**src/sv/ciou_pkg.sv**
```systemverilog
package ciou_pkg;

    localparam int CORDIC_STEPS_DEF = 16;
    localparam int ATAN_TABLE_LEN = 24;

    // atan(2^-i) in Q30 radians, truncated
    localparam logic [31:0] ATAN_Q30 [ATAN_TABLE_LEN] = '{
        32'h3243F6A8, 32'h1DAC6705, 32'h0FADBAFC, 32'h07F56EA6, 32'h03FEAB76, 32'h01FFD55B,
        32'h00FFFAAA, 32'h007FFF55, 32'h003FFFEA, 32'h001FFFFD, 32'h000FFFFF, 32'h0007FFFF,
        32'h0003FFFF, 32'h0001FFFF, 32'h0000FFFF, 32'h00007FFF, 32'h00003FFF, 32'h00001FFF,
        32'h00000FFF, 32'h000007FF, 32'h000003FF, 32'h000001FF, 32'h000000FF, 32'h0000007F
    };

    localparam logic [28:0] FOUR_OVER_PI2_Q30 = 29'd435171170;
    localparam logic [26:0] ONE_Q24 = 27'h1000000;
    localparam logic [27:0] DIST_CAP_Q24 = 28'h8000000;

    localparam int IOU_QBITS = 25;
    localparam int DIST_QBITS = 27;
    localparam int ASP_QBITS = 25;

    localparam int QUEUE_DEPTH = 4;

    typedef struct packed {
        logic signed [15:0] pred_x1;
        logic signed [15:0] pred_y1;
        logic signed [15:0] pred_x2;
        logic signed [15:0] pred_y2;
        logic signed [15:0] tgt_x1;
        logic signed [15:0] tgt_y1;
        logic signed [15:0] tgt_x2;
        logic signed [15:0] tgt_y2;
    } ciou_in_t;

    typedef struct packed {
        logic [15:0]        overlap_ratio;
        logic signed [15:0] complete_ratio;
    } ciou_out_t;

    // box geometry handed from the front to the back
    typedef struct packed {
        logic [15:0]        iw;
        logic [15:0]        ih;
        logic [15:0]        pw;
        logic [15:0]        ph;
        logic [15:0]        tw;
        logic [15:0]        th;
        logic signed [17:0] dx;
        logic signed [17:0] dy;
        logic signed [16:0] cw;
        logic signed [16:0] ch;
    } ciou_geom_t;

    typedef struct packed {
        logic full;
        logic empty;
    } ciou_qstat_t;

endpackage

```
**src/sv/ciou_queue.sv**
```systemverilog
module ciou_queue (
    input  logic                  clk,
    input  logic                  rst_n,
    input  logic                  wr_en,
    input  ciou_pkg::ciou_geom_t  wr_data,
    input  logic                  rd_en,
    output ciou_pkg::ciou_geom_t  rd_data,
    output ciou_pkg::ciou_qstat_t stat
);
    import ciou_pkg::*;

    localparam int AW = $clog2(QUEUE_DEPTH);

    ciou_geom_t      entry_reg [QUEUE_DEPTH];
    logic [AW-1:0]   wr_ptr_reg;
    logic [AW-1:0]   rd_ptr_reg;
    logic [AW:0]     count_reg;

    always_ff @(posedge clk)
    begin
        if (wr_en)
        begin
            entry_reg[wr_ptr_reg] <= wr_data;
        end
    end

    always_ff @(posedge clk or negedge rst_n)
    begin
        if (!rst_n)
        begin
            wr_ptr_reg <= '0;
            rd_ptr_reg <= '0;
            count_reg  <= '0;
        end
        else
        begin
            if (wr_en)
            begin
                wr_ptr_reg <= wr_ptr_reg + AW'(1);
            end
            if (rd_en)
            begin
                rd_ptr_reg <= rd_ptr_reg + AW'(1);
            end
            case ({wr_en, rd_en})
                2'b10:   count_reg <= count_reg + (AW+1)'(1);
                2'b01:   count_reg <= count_reg - (AW+1)'(1);
                default: count_reg <= count_reg;
            endcase
        end
    end

    assign rd_data    = entry_reg[rd_ptr_reg];
    assign stat.full  = (count_reg == (AW+1)'(QUEUE_DEPTH));
    assign stat.empty = (count_reg == '0);

endmodule

```
**config.mk**
```make
export PLATFORM = sky130hd
export DESIGN_NAME = ciou_queue
export DESIGN_NICKNAME = d
export VERILOG_FILES = /design/src/sv/ciou_pkg.sv /design/src/sv/ciou_queue.sv
export SDC_FILE = /design/constraint.sdc
export NUM_CORES = 1
export LEC_CHECK = 0
export BUFFER_PORTS_ARGS = -buffer_cell sky130_fd_sc_hd__buf_4
export CORE_MARGIN = 8
export CORE_UTILIZATION = 55
export CTS_CLUSTER_DIAMETER = 80
export CTS_CLUSTER_SIZE = 16
export DETAILED_ROUTE_END_ITERATION = 8
export GPL_ROUTABILITY_DRIVEN = 0
export HOLD_SLACK_MARGIN = 0.1
export PLACE_DENSITY_LB_ADDON = 0.2
export SETUP_SLACK_MARGIN = 0.1
export SYNTH_ARGS = -nofsm -noshare
export SYNTH_HDL_FRONTEND = slang
export SYNTH_SLANG_ARGS = --single-unit
```
**constraint.sdc**
```tcl
create_clock -name clk -period 10.62 [get_ports clk]
set_clock_uncertainty 0.2 [all_clocks]
set_input_delay 2.124 -clock clk [delete_from_list [all_inputs] [get_ports clk]]
set_output_delay 2.124 -clock clk [all_outputs]
set_load 0.1 [all_outputs]
```
# Yosys cells after proc, flatten, opt, wreduce, memory -nomap -nowiden

Memories as Yosys holds them, arrays and structs flattened.
Index checks and enable logic that the tools add are counted.
W data, S select, Z words.

Mux-type cells: 3
Reduce and logical (&&, ||, !) cells: 2
Add/subtract/negate cells: 4
Equal/unequal tests: 3

Operators with widths:

| operator              | number |
|---|---|
| $pmux W3 S2           | 1 |
| $add A2 B1 Y2 const B | 2 |
| $add A3 B1 Y3 const B | 1 |
| $eq A3 B3 Y1 const B  | 1 |
| $logic_not A3 Y1      | 1 |
| $sub A3 B1 Y3 const B | 1 |
| $eq A2 B1 Y1 const B  | 1 |
| $eq A2 B2 Y1 const B  | 1 |
| $mux W1               | 2 |
| $reduce_bool A2 Y1    | 1 |

Output and inout port bits: 168
Input port bits: 170
Logic and storage cells: 16
Register bits after elaboration: 7
Memory bits (writable): 664
Memories: 1

Memories:

| name      | depth | bits a word | read ports | clocked after Yosys merged registers in | wr ports | RTL line         | source |
|---|---|---|---|---|---|---|---|
| entry_reg | 4     | 166         | 1          | 0                                       | 1        | ciou_queue.sv:14 | `ciou_geom_t entry_reg [QUEUE_DEPTH];` |

# Longest topological paths before layout

Depth after elaboration: 2
Mapped depth: 7

# Least setup slack after synthesis

OpenSTA, ideal clock, no wires.

Path kind: input-to-reg
From: input port wr_en
To: memory entry_reg[0][0] in the netlist's numbering, enable pin
Stages on the path: 1
Setup time: 545 ps
Slack: 3971 ps
Data required time: 9875 ps
Arrival: 5904 ps
Cell sequence: and2_1

Word-level cells in the longest chain between the ends: 2

RTL lines:

| element                       | RTL line         | source |
|---|---|---|
| start, declared               | ciou_queue.sv:4  | `input logic wr_en,` |
| $mux W1                       | ciou_queue.sv:21 | `if (wr_en)` |
| $mux W1 (implied by the code) | ciou_queue.sv:23 | `entry_reg[wr_ptr_reg] <= wr_data;` |
| end, declared                 | ciou_queue.sv:14 |  |

Every way passes these cells.

==> impl_metrics.prom <==
# TYPE chip_impl_metric gauge
chip_impl_metric{name="ys_seq_elements",unit=""} 671
chip_impl_metric{name="cts-hold-fix-buffers",unit=""} 0
chip_impl_info{name="route.top_layer_used",value="met5"} 1
chip_impl_metric{name="post_cts_buffers",unit=""} 0
chip_impl_metric{name="ctsLongestPathBuffers",unit=""} 3
chip_impl_info{name="critical-path-slowest-cell",value="dfrtp_4"} 1
chip_impl_metric{name="timing.critical_path.buf_inv",unit=""} 2
chip_impl_metric{name="initial_utilization",unit=""} 0.554
chip_impl_info{name="result_of_the_run",value="finished clean"} 1
chip_impl_metric{name="global_route_wire_length_before_repair",unit="µm"} 69100
chip_impl_metric{name="grt_start_max_net_pins",unit=""} 79
chip_impl_metric{name="hold_path_depth",unit=""} 1
chip_impl_metric{name="synth_enable_flop_cells",unit=""} 664
chip_impl_metric{name="dr_wl_met3",unit="µm"} 4020
chip_impl_info{name="worst_setup_path_startpoint",value="rd_ptr_reg[0]$_DFFE_PN0P_"} 1
chip_impl_metric{name="hpwl_dp",unit="µm"} 28600
chip_impl_metric{name="maxCapViolations",unit=""} 0
chip_impl_metric{name="die_area",unit="mm²"} 0.0513
chip_impl_info{name="clockRootBuffer",value="clkbuf_16"} 1
chip_impl_info{name="critPathCaptureType",value="output pin"} 1
chip_impl_metric{name="gr-usage-all-layers",unit=""} 0.180
chip_impl_metric{name="finalWorstSetupSlack",unit="ns"} 4.89
chip_impl_metric{name="chipWidth",unit="µm"} 226
chip_impl_metric{name="grt.overflow.total",unit=""} 0
chip_impl_metric{name="clock_sinks",unit=""} 671
chip_impl_info{name="synth-main-ff-cell",value="edfxtp_1"} 1
chip_impl_metric{name="maxSlewViolCount",unit=""} 0
chip_impl_metric{name="detailedPlace.worstSlack",unit="ns"} 5.35
chip_impl_metric{name="cts_made_buffers",unit=""} 47
chip_impl_metric{name="share_of_final_layout_standard_cells_stronger_than_drive_strength_1",unit=""} 0.441
chip_impl_metric{name="report.final.setup_viol",unit=""} 0
chip_impl_metric{name="synth-async-reset-ratio",unit=""} 0.0104
chip_impl_metric{name="syn_nets",unit=""} 1081
chip_impl_metric{name="final_period_minus_worst_setup_slack",unit="ns"} 5.73
chip_impl_info{name="synth_area_leader_cell",value="edfxtp_1"} 1
chip_impl_metric{name="syn_avg_cell_area",unit="µm²"} 26.9
chip_impl_info{name="yosys-top-cells-area",value="edfxtp_1 (82%), mux4_2 (15%), dfrtp_1 (0.72%)"} 1
chip_impl_metric{name="post_cts.resized_instances",unit=""} 0
chip_impl_info{name="critPathCapture",value="rd_data[12]"} 1
chip_impl_metric{name="io_pins",unit=""} 338
chip_impl_metric{name="crit_path_max_fanout",unit=""} 47
chip_impl_metric{name="slew_headroom",unit=""} 0.308
chip_impl_metric{name="regToRegSetupSlack",unit="ns"} 7.82
chip_impl_metric{name="period_share",unit=""} 0.539
chip_impl_metric{name="numPortBuffers",unit=""} 337
chip_impl_metric{name="grt_pass1_vias",unit=""} 11300
chip_impl_metric{name="clkSlewWorstSetupHoldPaths",unit="ns"} 0.07
chip_impl_info{name="hold_class",value="flip-flop to flip-flop"} 1
chip_impl_metric{name="htreeDepth",unit=""} 2
chip_impl_info{name="worstSetupStartpointType",value="flip-flop"} 1
chip_impl_metric{name="clock_insertion_delay_worst_skew",unit="ns"} 0.57
chip_impl_metric{name="timing.reg2reg.worst_path_depth",unit=""} 4
chip_impl_metric{name="antenna_found_initial",unit=""} 5
chip_impl_metric{name="synthDominantCellAreaShare",unit=""} 0.819
chip_impl_metric{name="via_per_inst",unit=""} 5.64
chip_impl_metric{name="ant_nets",unit=""} 0
chip_impl_info{name="tritoncts",value="built"} 1
chip_impl_info{name="r2r-end",value="entry_reg[1][23]$_DFFE_PP_"} 1
chip_impl_metric{name="timing.critical_path.required",unit="ns"} 8.30
chip_impl_metric{name="routed_wl",unit="µm"} 46400
chip_impl_metric{name="largest_register_ffs",unit=""} 664
chip_impl_metric{name="finalNetCount",unit=""} 1441
chip_impl_metric{name="drt-initial-drc-count",unit=""} 704
chip_impl_metric{name="cp.arrival",unit="ns"} 3.40
chip_impl_metric{name="initial_drt_pass_iterations",unit=""} 5
chip_impl_metric{name="critical_path_cell_count",unit=""} 3
chip_impl_metric{name="netlist_area",unit="mm²"} 0.0244
chip_impl_metric{name="cp_slowest_stage_delay",unit="ns"} 1.04
chip_impl_info{name="reg2reg_from",value="wr_ptr_reg[1]$_DFFE_PN0P_"} 1
chip_impl_info{name="cpLargestDelayFamily",value="buffers and inverters"} 1
chip_impl_info{name="rsz0062_at_grt",value="no"} 1
chip_impl_info{name="crit_type",value="flip-flop to output pin"} 1
chip_impl_metric{name="yosysSeqAreaShare",unit=""} 0.826
chip_impl_metric{name="num_vias",unit=""} 10600
chip_impl_metric{name="wl_met1",unit="µm"} 18700
chip_impl_metric{name="synth-warning-count",unit=""} 0
chip_impl_metric{name="setup_tns",unit="ns"} 0
chip_impl_metric{name="finalHoldWorstSlack",unit="ns"} 0.312
chip_impl_info{name="top_cells_by_instance_count_after_synthesis",value="edfxtp_1 (664), mux4_2 (166), buf_2 (19), buf_6 (15), dfrtp_1 (7)"} 1
chip_impl_metric{name="core_area",unit="mm²"} 0.0439
chip_impl_metric{name="avgRoutedWirePerCell",unit="µm"} 24.6
chip_impl_metric{name="antenna-diode-count",unit=""} 0
chip_impl_metric{name="areaGrowthSynthToFinish",unit="%"} 18.2
chip_impl_metric{name="routed_wl_met2",unit="µm"} 22700
chip_impl_metric{name="chipHeight",unit="µm"} 226
chip_impl_metric{name="post_synth_inst_count",unit=""} 905
chip_impl_info{name="post-synth-top-count-cell",value="edfxtp_1"} 1
chip_impl_info{name="cp_cell_sequence",value="buf_4 -> mux4_2 -> buf_4"} 1
chip_impl_metric{name="yosys.cell_types.count",unit=""} 17
chip_impl_metric{name="transition_time_of_the_tightest_slew_check_pin",unit="ns"} 1.04
chip_impl_info{name="cpMostUsedCell",value="buf_4"} 1
chip_impl_metric{name="fmax",unit="MHz"} 175
chip_impl_metric{name="std_cell_rows",unit=""} 77
chip_impl_metric{name="finalHoldViolCount",unit=""} 0
chip_impl_metric{name="post-route-drc-count",unit=""} 0
## area by class of cell
type                    instances  area, µm²
well taps                     592        741
fillers                      2854      15100
clock buffers                  77       1330
inverters                       6       22.5
multi-input cells             190       3950
flip-flops and latches        671      20100
repair buffers                349       2630
## layout by cell type (no fill, tap or decap)
master / n
edfxtp_1: 664
buf_4: 348
mux4_2: 166
clkbuf_16: 49
clkbuf_1: 28
inv_1: 6
ha_1: 5
dfrtp_1: 5
and2_4: 4
xor2_1: 4
nand2_1: 3
o21ai_0: 2
xnor2_1: 2
dfrtp_4: 2
nor3_1: 1
and3_1: 1
nor2_1: 1
fa_1: 1
buf_12: 1
## cells by family after synthesis
logic type | share of synthesized area
buffers and inverters | 0.0124
flip-flops | 0.826
adder cells (fa/ha/maj) | 0.00339
multiplexers | 0.154
XOR/XNOR | 0.00216
AO/OA/AOI/OAI | 0.000411
AND/OR/NAND/NOR | 0.00211
## metrics by stage
| stage | util | instance area, µm² | cells |
|---|---|---|---|
| after detailed placement | 0.625 | 27500 | 1808 |
| after global placement | 0.625 | 27500 | 1808 |
| after floorplan | - | 24400 | 905 |
| after CTS | 0.655 | 28800 | 1885 |
| after global routing | 0.655 | 28800 | 1885 |
| final | 0.655 | 28800 | 1885 |
## metal layers
layer | vias up | track usage
met1 | 5655 | 0.241
met2 | 287 | 0.285
met4 | 10 | 0.0448
met5 | - | 0
met3 | 73 | 0.0644
li1 | 4613 | -
## worst register-to-register path, stage by stage, from the launching register on
cell and delay, ns:
dfrtp_1 0.40, inv_1 0.10, ha_1 0.15, and2_4 0.65
buf_4 0.85
## worst min path at each step
stage | startpoint | to | slack, ns
after global routing | count_reg[2]$_DFFE_PN0P_ | count_reg[2]$_DFFE_PN0P_ | 0.34
after detailed placement | count_reg[2]$_DFFE_PN0P_ | count_reg[2]$_DFFE_PN0P_ | 0.30
after global placement | count_reg[2]$_DFFE_PN0P_ | count_reg[2]$_DFFE_PN0P_ | 0.28
final | count_reg[2]$_DFFE_PN0P_ | count_reg[2]$_DFFE_PN0P_ | 0.31
after floorplan | count_reg[2]$_DFFE_PN0P_ | count_reg[2]$_DFFE_PN0P_ | 0.26
after CTS | count_reg[2]$_DFFE_PN0P_ | count_reg[2]$_DFFE_PN0P_ | 0.31
Power is not shown: default switching activity piles up to over one toggle a cycle in this logic, so the estimate is an artifact.
