## src/sv/ciou_pkg.sv

```systemverilog
package ciou_pkg;

    localparam int CORDIC_STEPS_DEF = 16;
    localparam int ATAN_TABLE_LEN = 24;

    // atan(2^-i) in Q30 radians, truncated
    localparam logic [31:0] ATAN_Q30 [ATAN_TABLE_LEN] = '{
        32'h3243F6A8, 32'h1DAC6705, 32'h0FADBAFC, 32'h07F56EA6, 32'h03FEAB76, 32'h01FFD55B,
        32'h00FFFAAA, 32'h007FFF55, 32'h003FFFEA, 32'h001FFFFD, 32'h000FFFFF, 32'h0007FFFF,
        32'h0003FFFF, 32'h0001FFFF, 32'h0000FFFF, 32'h00007FFF, 32'h00003FFF, 32'h00001FFF,
        32'h00000FFF, 32'h000007FF, 32'h000003FF, 32'h000001FF, 32'h000000FF, 32'h0000007F
    };

    localparam logic [28:0] FOUR_OVER_PI2_Q30 = 29'd435171170;
    localparam logic [26:0] ONE_Q24 = 27'h1000000;
    localparam logic [27:0] DIST_CAP_Q24 = 28'h8000000;

    localparam int IOU_QBITS = 25;
    localparam int DIST_QBITS = 27;
    localparam int ASP_QBITS = 25;

    localparam int QUEUE_DEPTH = 4;

    typedef struct packed {
        logic signed [15:0] pred_x1;
        logic signed [15:0] pred_y1;
        logic signed [15:0] pred_x2;
        logic signed [15:0] pred_y2;
        logic signed [15:0] tgt_x1;
        logic signed [15:0] tgt_y1;
        logic signed [15:0] tgt_x2;
        logic signed [15:0] tgt_y2;
    } ciou_in_t;

    typedef struct packed {
        logic [15:0]        overlap_ratio;
        logic signed [15:0] complete_ratio;
    } ciou_out_t;

    // box geometry handed from the front to the back
    typedef struct packed {
        logic [15:0]        iw;
        logic [15:0]        ih;
        logic [15:0]        pw;
        logic [15:0]        ph;
        logic [15:0]        tw;
        logic [15:0]        th;
        logic signed [17:0] dx;
        logic signed [17:0] dy;
        logic signed [16:0] cw;
        logic signed [16:0] ch;
    } ciou_geom_t;

    typedef struct packed {
        logic full;
        logic empty;
    } ciou_qstat_t;

endpackage

```

## src/sv/ciou_front.sv

```systemverilog
module ciou_front (
    input  logic                   clk,
    input  logic                   rst_n,
    input  logic                   push,
    output logic                   full,
    input  ciou_pkg::ciou_in_t     boxes,
    input  ciou_pkg::ciou_qstat_t  q_stat,
    output logic                   fwd_valid,
    output ciou_pkg::ciou_geom_t   fwd_geom
);
    import ciou_pkg::*;

    logic       valid_reg;
    logic       valid_next;
    ciou_geom_t geom_reg;
    ciou_geom_t geom_next;
    logic       accept;
    logic       moved;

    logic signed [15:0] ix1, ix2, iy1, iy2, ex1, ex2, ey1, ey2;
    logic signed [16:0] pw_d, ph_d, tw_d, th_d, iw_d, ih_d;

    assign full   = valid_reg && q_stat.full;
    assign accept = push && !full;
    assign moved  = valid_reg && !q_stat.full;

    always_comb
    begin
        ix1 = (boxes.pred_x1 > boxes.tgt_x1) ? boxes.pred_x1 : boxes.tgt_x1;
        iy1 = (boxes.pred_y1 > boxes.tgt_y1) ? boxes.pred_y1 : boxes.tgt_y1;
        ix2 = (boxes.pred_x2 < boxes.tgt_x2) ? boxes.pred_x2 : boxes.tgt_x2;
        iy2 = (boxes.pred_y2 < boxes.tgt_y2) ? boxes.pred_y2 : boxes.tgt_y2;
        ex1 = (boxes.pred_x1 < boxes.tgt_x1) ? boxes.pred_x1 : boxes.tgt_x1;
        ey1 = (boxes.pred_y1 < boxes.tgt_y1) ? boxes.pred_y1 : boxes.tgt_y1;
        ex2 = (boxes.pred_x2 > boxes.tgt_x2) ? boxes.pred_x2 : boxes.tgt_x2;
        ey2 = (boxes.pred_y2 > boxes.tgt_y2) ? boxes.pred_y2 : boxes.tgt_y2;

        iw_d = 17'(ix2) - 17'(ix1);
        ih_d = 17'(iy2) - 17'(iy1);
        pw_d = 17'(boxes.pred_x2) - 17'(boxes.pred_x1);
        ph_d = 17'(boxes.pred_y2) - 17'(boxes.pred_y1);
        tw_d = 17'(boxes.tgt_x2) - 17'(boxes.tgt_x1);
        th_d = 17'(boxes.tgt_y2) - 17'(boxes.tgt_y1);

        // inverted extents count as zero
        geom_next.iw = iw_d[16] ? 16'd0 : iw_d[15:0];
        geom_next.ih = ih_d[16] ? 16'd0 : ih_d[15:0];
        geom_next.pw = pw_d[16] ? 16'd0 : pw_d[15:0];
        geom_next.ph = ph_d[16] ? 16'd0 : ph_d[15:0];
        geom_next.tw = tw_d[16] ? 16'd0 : tw_d[15:0];
        geom_next.th = th_d[16] ? 16'd0 : th_d[15:0];
        geom_next.dx = (18'(boxes.pred_x1) + 18'(boxes.pred_x2))
                     - (18'(boxes.tgt_x1) + 18'(boxes.tgt_x2));
        geom_next.dy = (18'(boxes.pred_y1) + 18'(boxes.pred_y2))
                     - (18'(boxes.tgt_y1) + 18'(boxes.tgt_y2));
        geom_next.cw = 17'(ex2) - 17'(ex1);
        geom_next.ch = 17'(ey2) - 17'(ey1);

        if (accept)
        begin
            valid_next = 1'b1;
        end
        else if (moved)
        begin
            valid_next = 1'b0;
        end
        else
        begin
            valid_next = valid_reg;
        end
    end

    always_ff @(posedge clk or negedge rst_n)
    begin
        if (!rst_n)
        begin
            valid_reg <= 1'b0;
        end
        else
        begin
            valid_reg <= valid_next;
        end
    end

    always_ff @(posedge clk)
    begin
        if (accept)
        begin
            geom_reg <= geom_next;
        end
    end

    assign fwd_valid = moved;
    assign fwd_geom  = geom_reg;

endmodule

```

## config.mk

```make
export PLATFORM = sky130hd
export DESIGN_NAME = ciou_front
export DESIGN_NICKNAME = d
export VERILOG_FILES = /design/src/sv/ciou_pkg.sv /design/src/sv/ciou_front.sv
export SDC_FILE = /design/constraint.sdc
export NUM_CORES = 1
export LEC_CHECK = 0
export ABC_AREA = 0
export BUFFER_PORTS_ARGS = -buffer_cell sky130_fd_sc_hd__buf_2
export CORE_ASPECT_RATIO = 2
export CORE_MARGIN = 3
export CORE_UTILIZATION = 60
export DETAILED_ROUTE_END_ITERATION = 12
export GPL_TIMING_DRIVEN = 1
export PLACE_DENSITY = 0.95
export SLEW_MARGIN = 20
export SYNTH_ARGS = -nofsm -noshare
export SYNTH_HDL_FRONTEND = slang
export SYNTH_SLANG_ARGS = --single-unit
```

## constraint.sdc

```tcl
create_clock -name clk -period 24.8 [get_ports clk]
set_input_delay 0 -clock clk [delete_from_list [all_inputs] [get_ports clk]]
set_output_delay 0 -clock clk [all_outputs]
set_load 0.03 [all_outputs]
```

# Yosys cells after proc, flatten, opt, wreduce, memory -nomap -nowiden
# Index checks and enable logic that the tools add are counted.
# W data, S select, Z words.
[classes] n_lt_le_gt_ge=8 muxes=10 addsub=14 n_reduce_logical=6
[ops] operator="$sub A16 B16 Y17" count=8
[ops] operator="$mux W16" count=8
[ops] operator="$add A16 B16 Y17" count=4
[ops] operator="$gt A16 B16 Y1" count=4
[ops] operator="$lt A16 B16 Y1" count=4
[ops] operator="$sub A17 B17 Y18" count=2
[ops] operator="$logic_and A1 B1 Y1" count=3
[ops] operator="$logic_not A1 Y1" count=2
[ops] operator="$mux W1" count=2
[ops] operator="$reduce_bool A2 Y1" count=1
[word_totals] wordCells=49 output_inout_bits=168 input_bits=133 register_bits=167

# Depth between registers and ports, before layout
# Gate-level depths: netlist (run 1).
[logic_depth] depth_word=4 mapped_depth=22 depth_no_buf=19

# Worst setup path before layout (run 1)
# No wires, ideal clock.
[synth_path] path_kind="register to register" from="register valid_reg" to="register geom_reg, in the netlist fwd_geom[0] (enable)" required_ns=24.090 setup_ns=0.710 arrival_time_ns=7.895 period_less_slack_ns=8.605 stages_incl_launch_ff=3 n_path_buf=0 slack_ns=16.195 path_cell_list="dfrtp_1 -> and2_1 -> nor2b_1"
[synth_between] elab_chain_cells=3
[synth_lines] element="from (decl)" line_no="ciou_front.sv:13" text="logic valid_reg;"
[synth_lines] element="from (signal assigned)" line_no="ciou_front.sv:81" text="valid_reg <= valid_next;"
[synth_lines] element="$logic_and A1 B1 Y1" line_no="ciou_front.sv:23" text="assign full = valid_reg && q_stat.full;"
[synth_lines] element="net full" line_no="ciou_front.sv:5" text="output logic full,"
[synth_lines] element="$logic_not A1 Y1" line_no="ciou_front.sv:24" text="assign accept = push && !full;"
[synth_lines] element="$logic_and A1 B1 Y1" line_no="ciou_front.sv:24"
[synth_lines] element="net accept" line_no="ciou_front.sv:17" text="logic accept;"
[synth_lines] element="to (signal assigned)" line_no="ciou_front.sv:89" text="geom_reg <= geom_next;"
[synth_lines] element="to (decl)" line_no="ciou_front.sv:15" text="ciou_geom_t geom_reg;"
# The timed path passes the listed nets, and every way through them passes these cells.
# A chain may end at the register's enable or synchronous reset.

# Worst setup path in the final report (run 1)
[layout_path] from="input boxes[65] (netlist name)" to="register geom_reg, in the netlist fwd_geom[147] (data pin)"
[layout_between] elab_chain_cells=3
[layout_lines] element="from (decl)" line_no="ciou_front.sv:6" text="input ciou_pkg::ciou_in_t boxes,"
[layout_lines] element="$lt A16 B16 Y1" line_no="ciou_front.sv:32" text="iy2 = (boxes.pred_y2 < boxes.tgt_y2) ? boxes.pred_y2 : boxes.tgt_y2;"
[layout_lines] element="$mux W16 (*)" line_no="ciou_front.sv:32"
[layout_lines] element="$sub A16 B16 Y17 (*)" line_no="ciou_front.sv:39" text="ih_d = 17'(iy2) - 17'(iy1);"
# Every way passes the cells marked *; elsewhere a longest branch is shown, timed or not.

==> results.py, run 1 <==
metrics = {
    "route": {
        "dr_total_vias": 15930,
        "wl_per_cell_um": 24.60,
        "drc_errors": 0,
        "drt_wl_total_mm": 61.11,
        "viasPerCell": 6.413,
        "drtIter0Drc": 1294,
        "postRouteAntennaNets": 0,
        "drt_first_pass_iters": 8,
    },
    "global_route": {
        "grt_pass1_wl_mm": 92.02,
        "grt_max_degree": 167,
        "gr-usage-met1_pct": 33.05,
        "grt_pass1_vias": 17040,
        "antenna_found_initial": 14,
        "track_usage_pct": 38.30,
        "grt.overflow.total": 0,
        "grt-busiest-layer": "met2",
        "grt_use_met3_pct": 8.133,
        "use_met2_pct": 71.48,
    },
    "synthesis": {
        "synth_compound_area_share_pct": 17.01,
        "async_flop_share_pct": 0.5988,
        "synthesis.nets": 2264,
        "synth_area_leader_cell": "edfxtp_1",
        "synth_top_family_by_area": "adder cells",
        "synth-simple-area-share_pct": 11.66,
        "synthCells": 1799,
        "synth_area_mm2": 0.01772,
        "muxShareOfSynthArea_pct": 6.354,
        "ys_types": 81,
        "synth_seq_area_share_pct": 28.27,
        "synthAdderAreaFrac_pct": 26.57,
        "synth_xor_area_share_pct": 5.627,
        "yosysWarnings": 0,
        "synthTopCellsByCount": "258 x ha_1, 186 x nor2_1, 169 x inv_1, 166 x edfxtp_1, 123 x a21oi_1",
        "avgSynthCellArea_um2": 9.851,
        "ys.flop_type": "edfxtp_1",
        "synth.most_common_cell": "ha_1",
        "ys_seq_elements": 167,
        "synth_top_area_share_pct": 28.13,
        "synth_edf_count": 166,
        "synthTopCellsByArea": "edfxtp_1 28%, ha_1 18%, fa_1 8.4%",
    },
    "flow_run": {
        "cap_violations": 0,
    },
    "cts": {
        "clk_latency_ps": 470,
        "cts_setup_buffers": 0,
        "cts_sinks": 167,
        "htreeDepth": 4,
        "post_cts_resized": 0,
        "cts-root-buf": "clkbuf_16",
        "cts_tree": "done",
        "clock_path_buffers": 2,
        "cts_inserted_buffers": 17,
        "clkTransAtPathRegs_ps": 70,
    },
    "worst_setup_path": {
        "cp_max_fo": 16,
        "crit_arrival_ps": 5800,
        "crit_type": "in2reg",
        "cp-end-kind": "flop",
        "worstSetupStartpointType": "primary input",
        "crit_required_ps": 24940,
    },
    "power": {
        "vdd_ir_drop_max_v": 0.00005395,
        "p_per_area_mw_per_mm2": 81.19,
        "p_sw_mw": 0.7363,
        "comb_power_share_pct": 56.2,
        "power_leakage_nw": 9.427,
        "power_mw": 1.648,
        "intPower_mw": 0.9113,
        "netSwitchingFraction_pct": 44.69,
        "seq_power_share_pct": 26.2,
        "clkPwrFrac_pct": 17.6,
    },
    "sta": {
        "finalSetupViolations": 0,
        "fin_crit_ps": 5668,
        "worst_pin_slew_ps": 1076,
        "layout_worst_path_cycle_share_pct": 22.85,
        "rsz0062_at_grt": "no",
        "hold_viol": 0,
        "fmax_mhz": 176.4,
        "tns_ps": 0,
        "fin_skew_ps": 7.604,
        "slew_violations": 0,
        "slew_headroom_pct": 27.62,
    },
    "cells_and_area": {
        "fin_nets": 2569,
        "design_area_mm2": 0.02029,
        "stdcell_count": 2484,
        "largest_reg_flops": 166,
        "layout-drive-gt1-share_pct": 19.56,
        "syn2layout_area_growth_pct": 14.52,
        "fin_util_pct": 70.08,
    },
    "floorplan": {
        "ios": 301,
        "rows": 88,
        "fp.dieArea_mm2": 0.03176,
        "start_util_pct": 61.20,
        "fp.dieW_um": 127.5,
        "core_mm2": 0.02896,
        "dieHeight_um": 249.1,
    },
    "placement": {
        "gp_congestion": 1.010,
        "placed_cell_area_mm2": 0.01961,
        "port_buffers": 299,
        "placedCellCount": 2438,
        "dp_hpwl_mm": 49.08,
    },
    "worst_hold_path": {
        "hold_class": "in2reg",
    },
    "status": {
        "status": "complete, no violations",
    },
}
==> power by group through the flow <==
stage | clock network (mW) | registers [mW] | logic (mW)
floorplan | 0 | 0.559 | 0.529
global placement | 0 | 0.435 | 0.873
detailed placement | 0 | 0.437 | 0.903
CTS | 0.289 | 0.432 | 0.912
global route | 0.300 | 0.436 | 0.999
finish | 0.290 | 0.431 | 0.926
==> worst max-delay path: stages <==
cell           delay (ps)
dlygate4sd3_1         560
buf_2                 200
ha_1                  300
nor2b_1               130
o21a_1                160
o21a_1                170
o21a_1                180
o21ai_1               300
and2_4                410
mux2i_1               300
ha_1                  220
inv_1                  60
fa_1                  420
a211oi_1              320
o21ai_0               190
a21o_1                200
a41oi_1               420
o21ai_1               160
nor2_1                820
a31oi_1               270
==> cells by family (layout without fill, tap and decap cells) <==
kind of cell	Yosys count	after routing
compound gates	459	459
xor+xnor	113	113
fa+ha+maj	332	332
buf+inv	198	516
flops	167	167
mux	102	102
other cells	0	7
simple gates	428	428
==> path summary, 6_finish.rpt <==
check	from	endpoint	slack (ps)	cells after the start
worst max-delay path	boxes[65]	fwd_geom[147]	19130	20
worst min-delay path	boxes[96]	fwd_geom[102]	50	3
worst max register to register	valid_reg	fwd_geom[46]	22870	3
worst min register to register	valid_reg	fwd_geom[23]	1270	3
max in group asynchronous	rst_n	valid_reg	24300	3
min in group asynchronous	rst_n	valid_reg	390	3
==> per-stage QoR <==
step / hold slack, ps / worst slack, ps
floorplan: -295.6 / 16190
detailed placement: -223.6 / 18850
global route: 73.15 / 18860
finish: 51.23 / 19130
CTS: 38.71 / 19200
global placement: -225.3 / 18870
==> cells in the final DEF, fill, tap and decap left out, types with 7 or more instances in the layout <==
cell             n
edfxtp_1       166
o21bai_1         9
nand2b_1        21
nand2_1         49
o31ai_1         11
buf_2          299
mux2i_1         44
buf_4            8
o21a_1          31
dlygate4sd3_1    7
a211oi_1        20
nand3_1         18
a21oi_1        123
diode_2          7
xor2_1          30
inv_1          169
nor2b_1         33
ha_1           258
mux2_4           8
or3_1           14
clkbuf_16       17
nand4_1         13
o21ai_0         98
mux2_2          33
nor2_1         186
a21o_1          50
nor3_1          42
o211ai_1        10
mux2_1          16
or2_2           10
xnor2_1         80
o31a_1          11
a31oi_1         22
fa_1            74
and3_1          12
==> final cells by class <==
class,instances,area (um^2)
Antenna cell,7,17.52
Fill cell,2140,8663
Inverter,169,634.4
Multi-Input combinational cell,1434,11940
Clock inverter,15,175.2
Timing Repair Buffer,315,1647
Clock buffer,17,425.4
Sequential cell,167,5010
Tap cell,360,450.4
==> metal layers <==
metal / vias up / wire length, um
li1: 7139 / -
met1: 7464 / 17640
met2: 951 / 32780
met3: 364 / 4225
met4: 12 / 6388
met5: - / 70
==> timing repair <==
| action | in CTS | in global routing |
|---|---|---|
| hold buffers | 7 | 0 |
| endpoints found under the hold margin | 5 | 0 |
| setup endpoints to repair | 0 | 0 |
Power figures use the tool's default switching activity.
==> run 2: changes to the inputs <==
ABC_AREA = 1   (was 0)
clock period = 5.9 ns   (was 24.8 ns; I/O delays follow)
==> run 2 against run 1 <==
Die area increased by 9.7%. Sequential cell count unchanged. Clock skew increased by 5.6 ps. Global-route usage increased by 3.6 points. First-iteration DRC count increased by 22%. Wire length increased by 21%. Cell count increased by 37%. Critical path depth increased by 6. Sequential power increased to 4.2 times the previous value. Sequential share of layout area decreased by 1.9 points. Largest power group unchanged.
==> results.py, run 2 <==
metrics = {
    "sta": {
        "worst_pin_slew_ps": 1221,
        "fin_skew_ps": 13.19,
        "fin_crit_ps": 4517,
        "finalSetupViolations": 0,
        "layout_worst_path_cycle_share_pct": 76.55,
        "rsz0062_at_grt": "no",
        "slew_headroom_pct": 17.75,
        "slew_violations": 0,
        "hold_viol": 0,
        "tns_ps": 0,
        "whs_ps": 38.04,
        "fmax_mhz": 221.4,
    },
    "synthesis": {
        "synth_area_leader_cell": "edfxtp_1",
        "synth_top_family_by_area": "simple AND/OR/NAND/NOR gates",
        "synthesis.nets": 3122,
        "synth_xor_area_share_pct": 4.265,
        "synthTopCellsByArea": "edfxtp_1 26%, ha_1 17%, nand2_1 14%",
        "synthCells": 2657,
        "synth_area_mm2": 0.01951,
        "muxShareOfSynthArea_pct": 0,
        "ys_types": 36,
        "synthTopCellsByCount": "748 x nand2_1, 428 x inv_1, 258 x ha_1, 225 x nor2_1, 196 x nand3_1",
        "ys.flop_type": "edfxtp_1",
        "synth_top_area_share_pct": 25.55,
        "ys_seq_elements": 167,
        "synth.most_common_cell": "nand2_1",
        "synthAdderAreaFrac_pct": 24.14,
        "synth_seq_area_share_pct": 25.68,
        "synth_compound_area_share_pct": 9.057,
        "yosysWarnings": 0,
        "avgSynthCellArea_um2": 7.342,
        "synth_edf_count": 166,
        "async_flop_share_pct": 0.5988,
        "synth-simple-area-share_pct": 27.53,
    },
    "cts": {
        "post_cts_resized": 0,
        "cts_setup_buffers": 0,
        "cts_tree": "done",
        "cts_inserted_buffers": 17,
        "cts-root-buf": "clkbuf_16",
        "cts_sinks": 167,
        "clk_latency_ps": 470,
        "hold_buffers": 6,
        "htreeDepth": 4,
        "clock_path_buffers": 2,
        "clkTransAtPathRegs_ps": 70,
    },
    "worst_setup_path": {
        "crit_arrival_ps": 4720,
        "cp_max_fo": 27,
        "worstSetupStartpointType": "primary input",
        "cp-end-kind": "flop",
        "slowest_stage": "nand2_1",
        "crit_required_ps": 6100,
        "crit_type": "in2reg",
        "timing.critical_path.mode_cell": "nand2_1",
        "slowest_delay_ps": 560,
    },
    "flow_run": {
        "cap_violations": 0,
    },
    "cells_and_area": {
        "fin_util_pct": 69.31,
        "syn2layout_area_growth_pct": 12.89,
        "final_cell_mix": "748 x nand2_1, 428 x inv_1, 299 x buf_2",
        "largest_reg_flops": 166,
        "fin_nets": 3420,
        "layout_commonest_cell": "nand2_1",
        "layout-drive-gt1-share_pct": 12.30,
    },
    "floorplan": {
        "core_mm2": 0.03177,
        "rows": 92,
        "dieHeight_um": 261,
        "ios": 301,
        "fp.dieArea_mm2": 0.03484,
        "fp.dieW_um": 133.5,
        "start_util_pct": 61.40,
    },
    "route": {
        "drc_errors": 0,
        "drt_wl_total_mm": 73.64,
        "dr_total_vias": 19783,
        "drtIter0Drc": 1579,
        "viasPerCell": 5.829,
        "wl_per_cell_um": 21.70,
        "postRouteAntennaNets": 0,
        "drt_first_pass_iters": 8,
    },
    "placement": {
        "port_buffers": 299,
        "gp_congestion": 1.051,
        "dp_hpwl_mm": 60.55,
    },
    "global_route": {
        "grt_max_degree": 167,
        "grt_pass1_wl_mm": 109.2,
        "track_usage_pct": 41.87,
        "grt.overflow.total": 0,
        "grt_pass1_vias": 19902,
        "antenna_found_initial": 7,
    },
    "status": {
        "status": "complete, no violations",
    },
    "power": {
        "vdd_ir_drop_max_v": 0.0002486,
        "p_per_area_mw_per_mm2": 325.7,
        "power_leakage_nw": 11.91,
        "power_mw": 7.172,
    },
    "worst_hold_path": {
        "hold_class": "in2reg",
    },
}
==> run 2: cells by family (layout without fill, tap and decap cells) <==
kind of cell / count (synthesis) / in the layout
compound gates: 325 / 325
xor+xnor: 95 / 95
fa+ha+maj: 332 / 332
buf+inv: 460 / 771
flops: 167 / 167
other cells: 0 / 3
simple gates: 1278 / 1278
==> run 2: worst max-delay path: cells and delay by family <==
family	cells	cell delay (ps)
adders and majority gates	3	900
buffers and inverters	4	980
and+or+nand+nor	18	2430
AOI/OAI and AO/OA	1	390
==> run 2: report_power, final <==
group / leakage, nW / internal, mW / switching (mW)
Clock: 0.278 / 0.593 / 0.571
Combinational: 10.0 / 1.29 / 2.91
Sequential: 1.62 / 1.72 / 0.0838
Total: 11.9 / 3.61 / 3.56
==> run 2: final cells by class <==
type,instances,area (um^2)
Timing Repair Buffer,311,1614
Fill cell,2677,9749
Clock buffer,18,429.2
Tap cell,423,529.3
Multi-Input combinational cell,2030,12690
Sequential cell,167,5010
Inverter,428,1607
Clock inverter,14,138.9
Antenna cell,3,7.507
==> run 2: final timing paths <==
kind                                start  depth (start not counted)  slack (ps)             to
worst max-delay path            boxes[65]                         26        1380  fwd_geom[135]
worst max register to register  valid_reg                          4        4000   fwd_geom[55]
min in group asynchronous           rst_n                          3         360      valid_reg
worst min-delay path            boxes[33]                          3          40   fwd_geom[71]
worst min register to register  valid_reg                          3        1070      valid_reg
max in group asynchronous           rst_n                          3        5440      valid_reg
==> run 2: layer usage <==
layer / wire length, um / GRT usage (%)
met1: 21840 / 36.96
met2: 37360 / 76.44
met3: 5198 / 7.478
met4: 9200 / 42.79
met5: 37 / 0
==> run 2: stage by stage <==
step	cell area, um^2	worst slack [ps]	cells
2_1_floorplan	19510	520.6	2657
3_3_place_gp	21390	1464	3353
3_5_place_dp	21390	1378	3353
4_1_cts	22010	1493	3391
5_1_grt	22020	1064	3392
6_report	22020	1383	3394
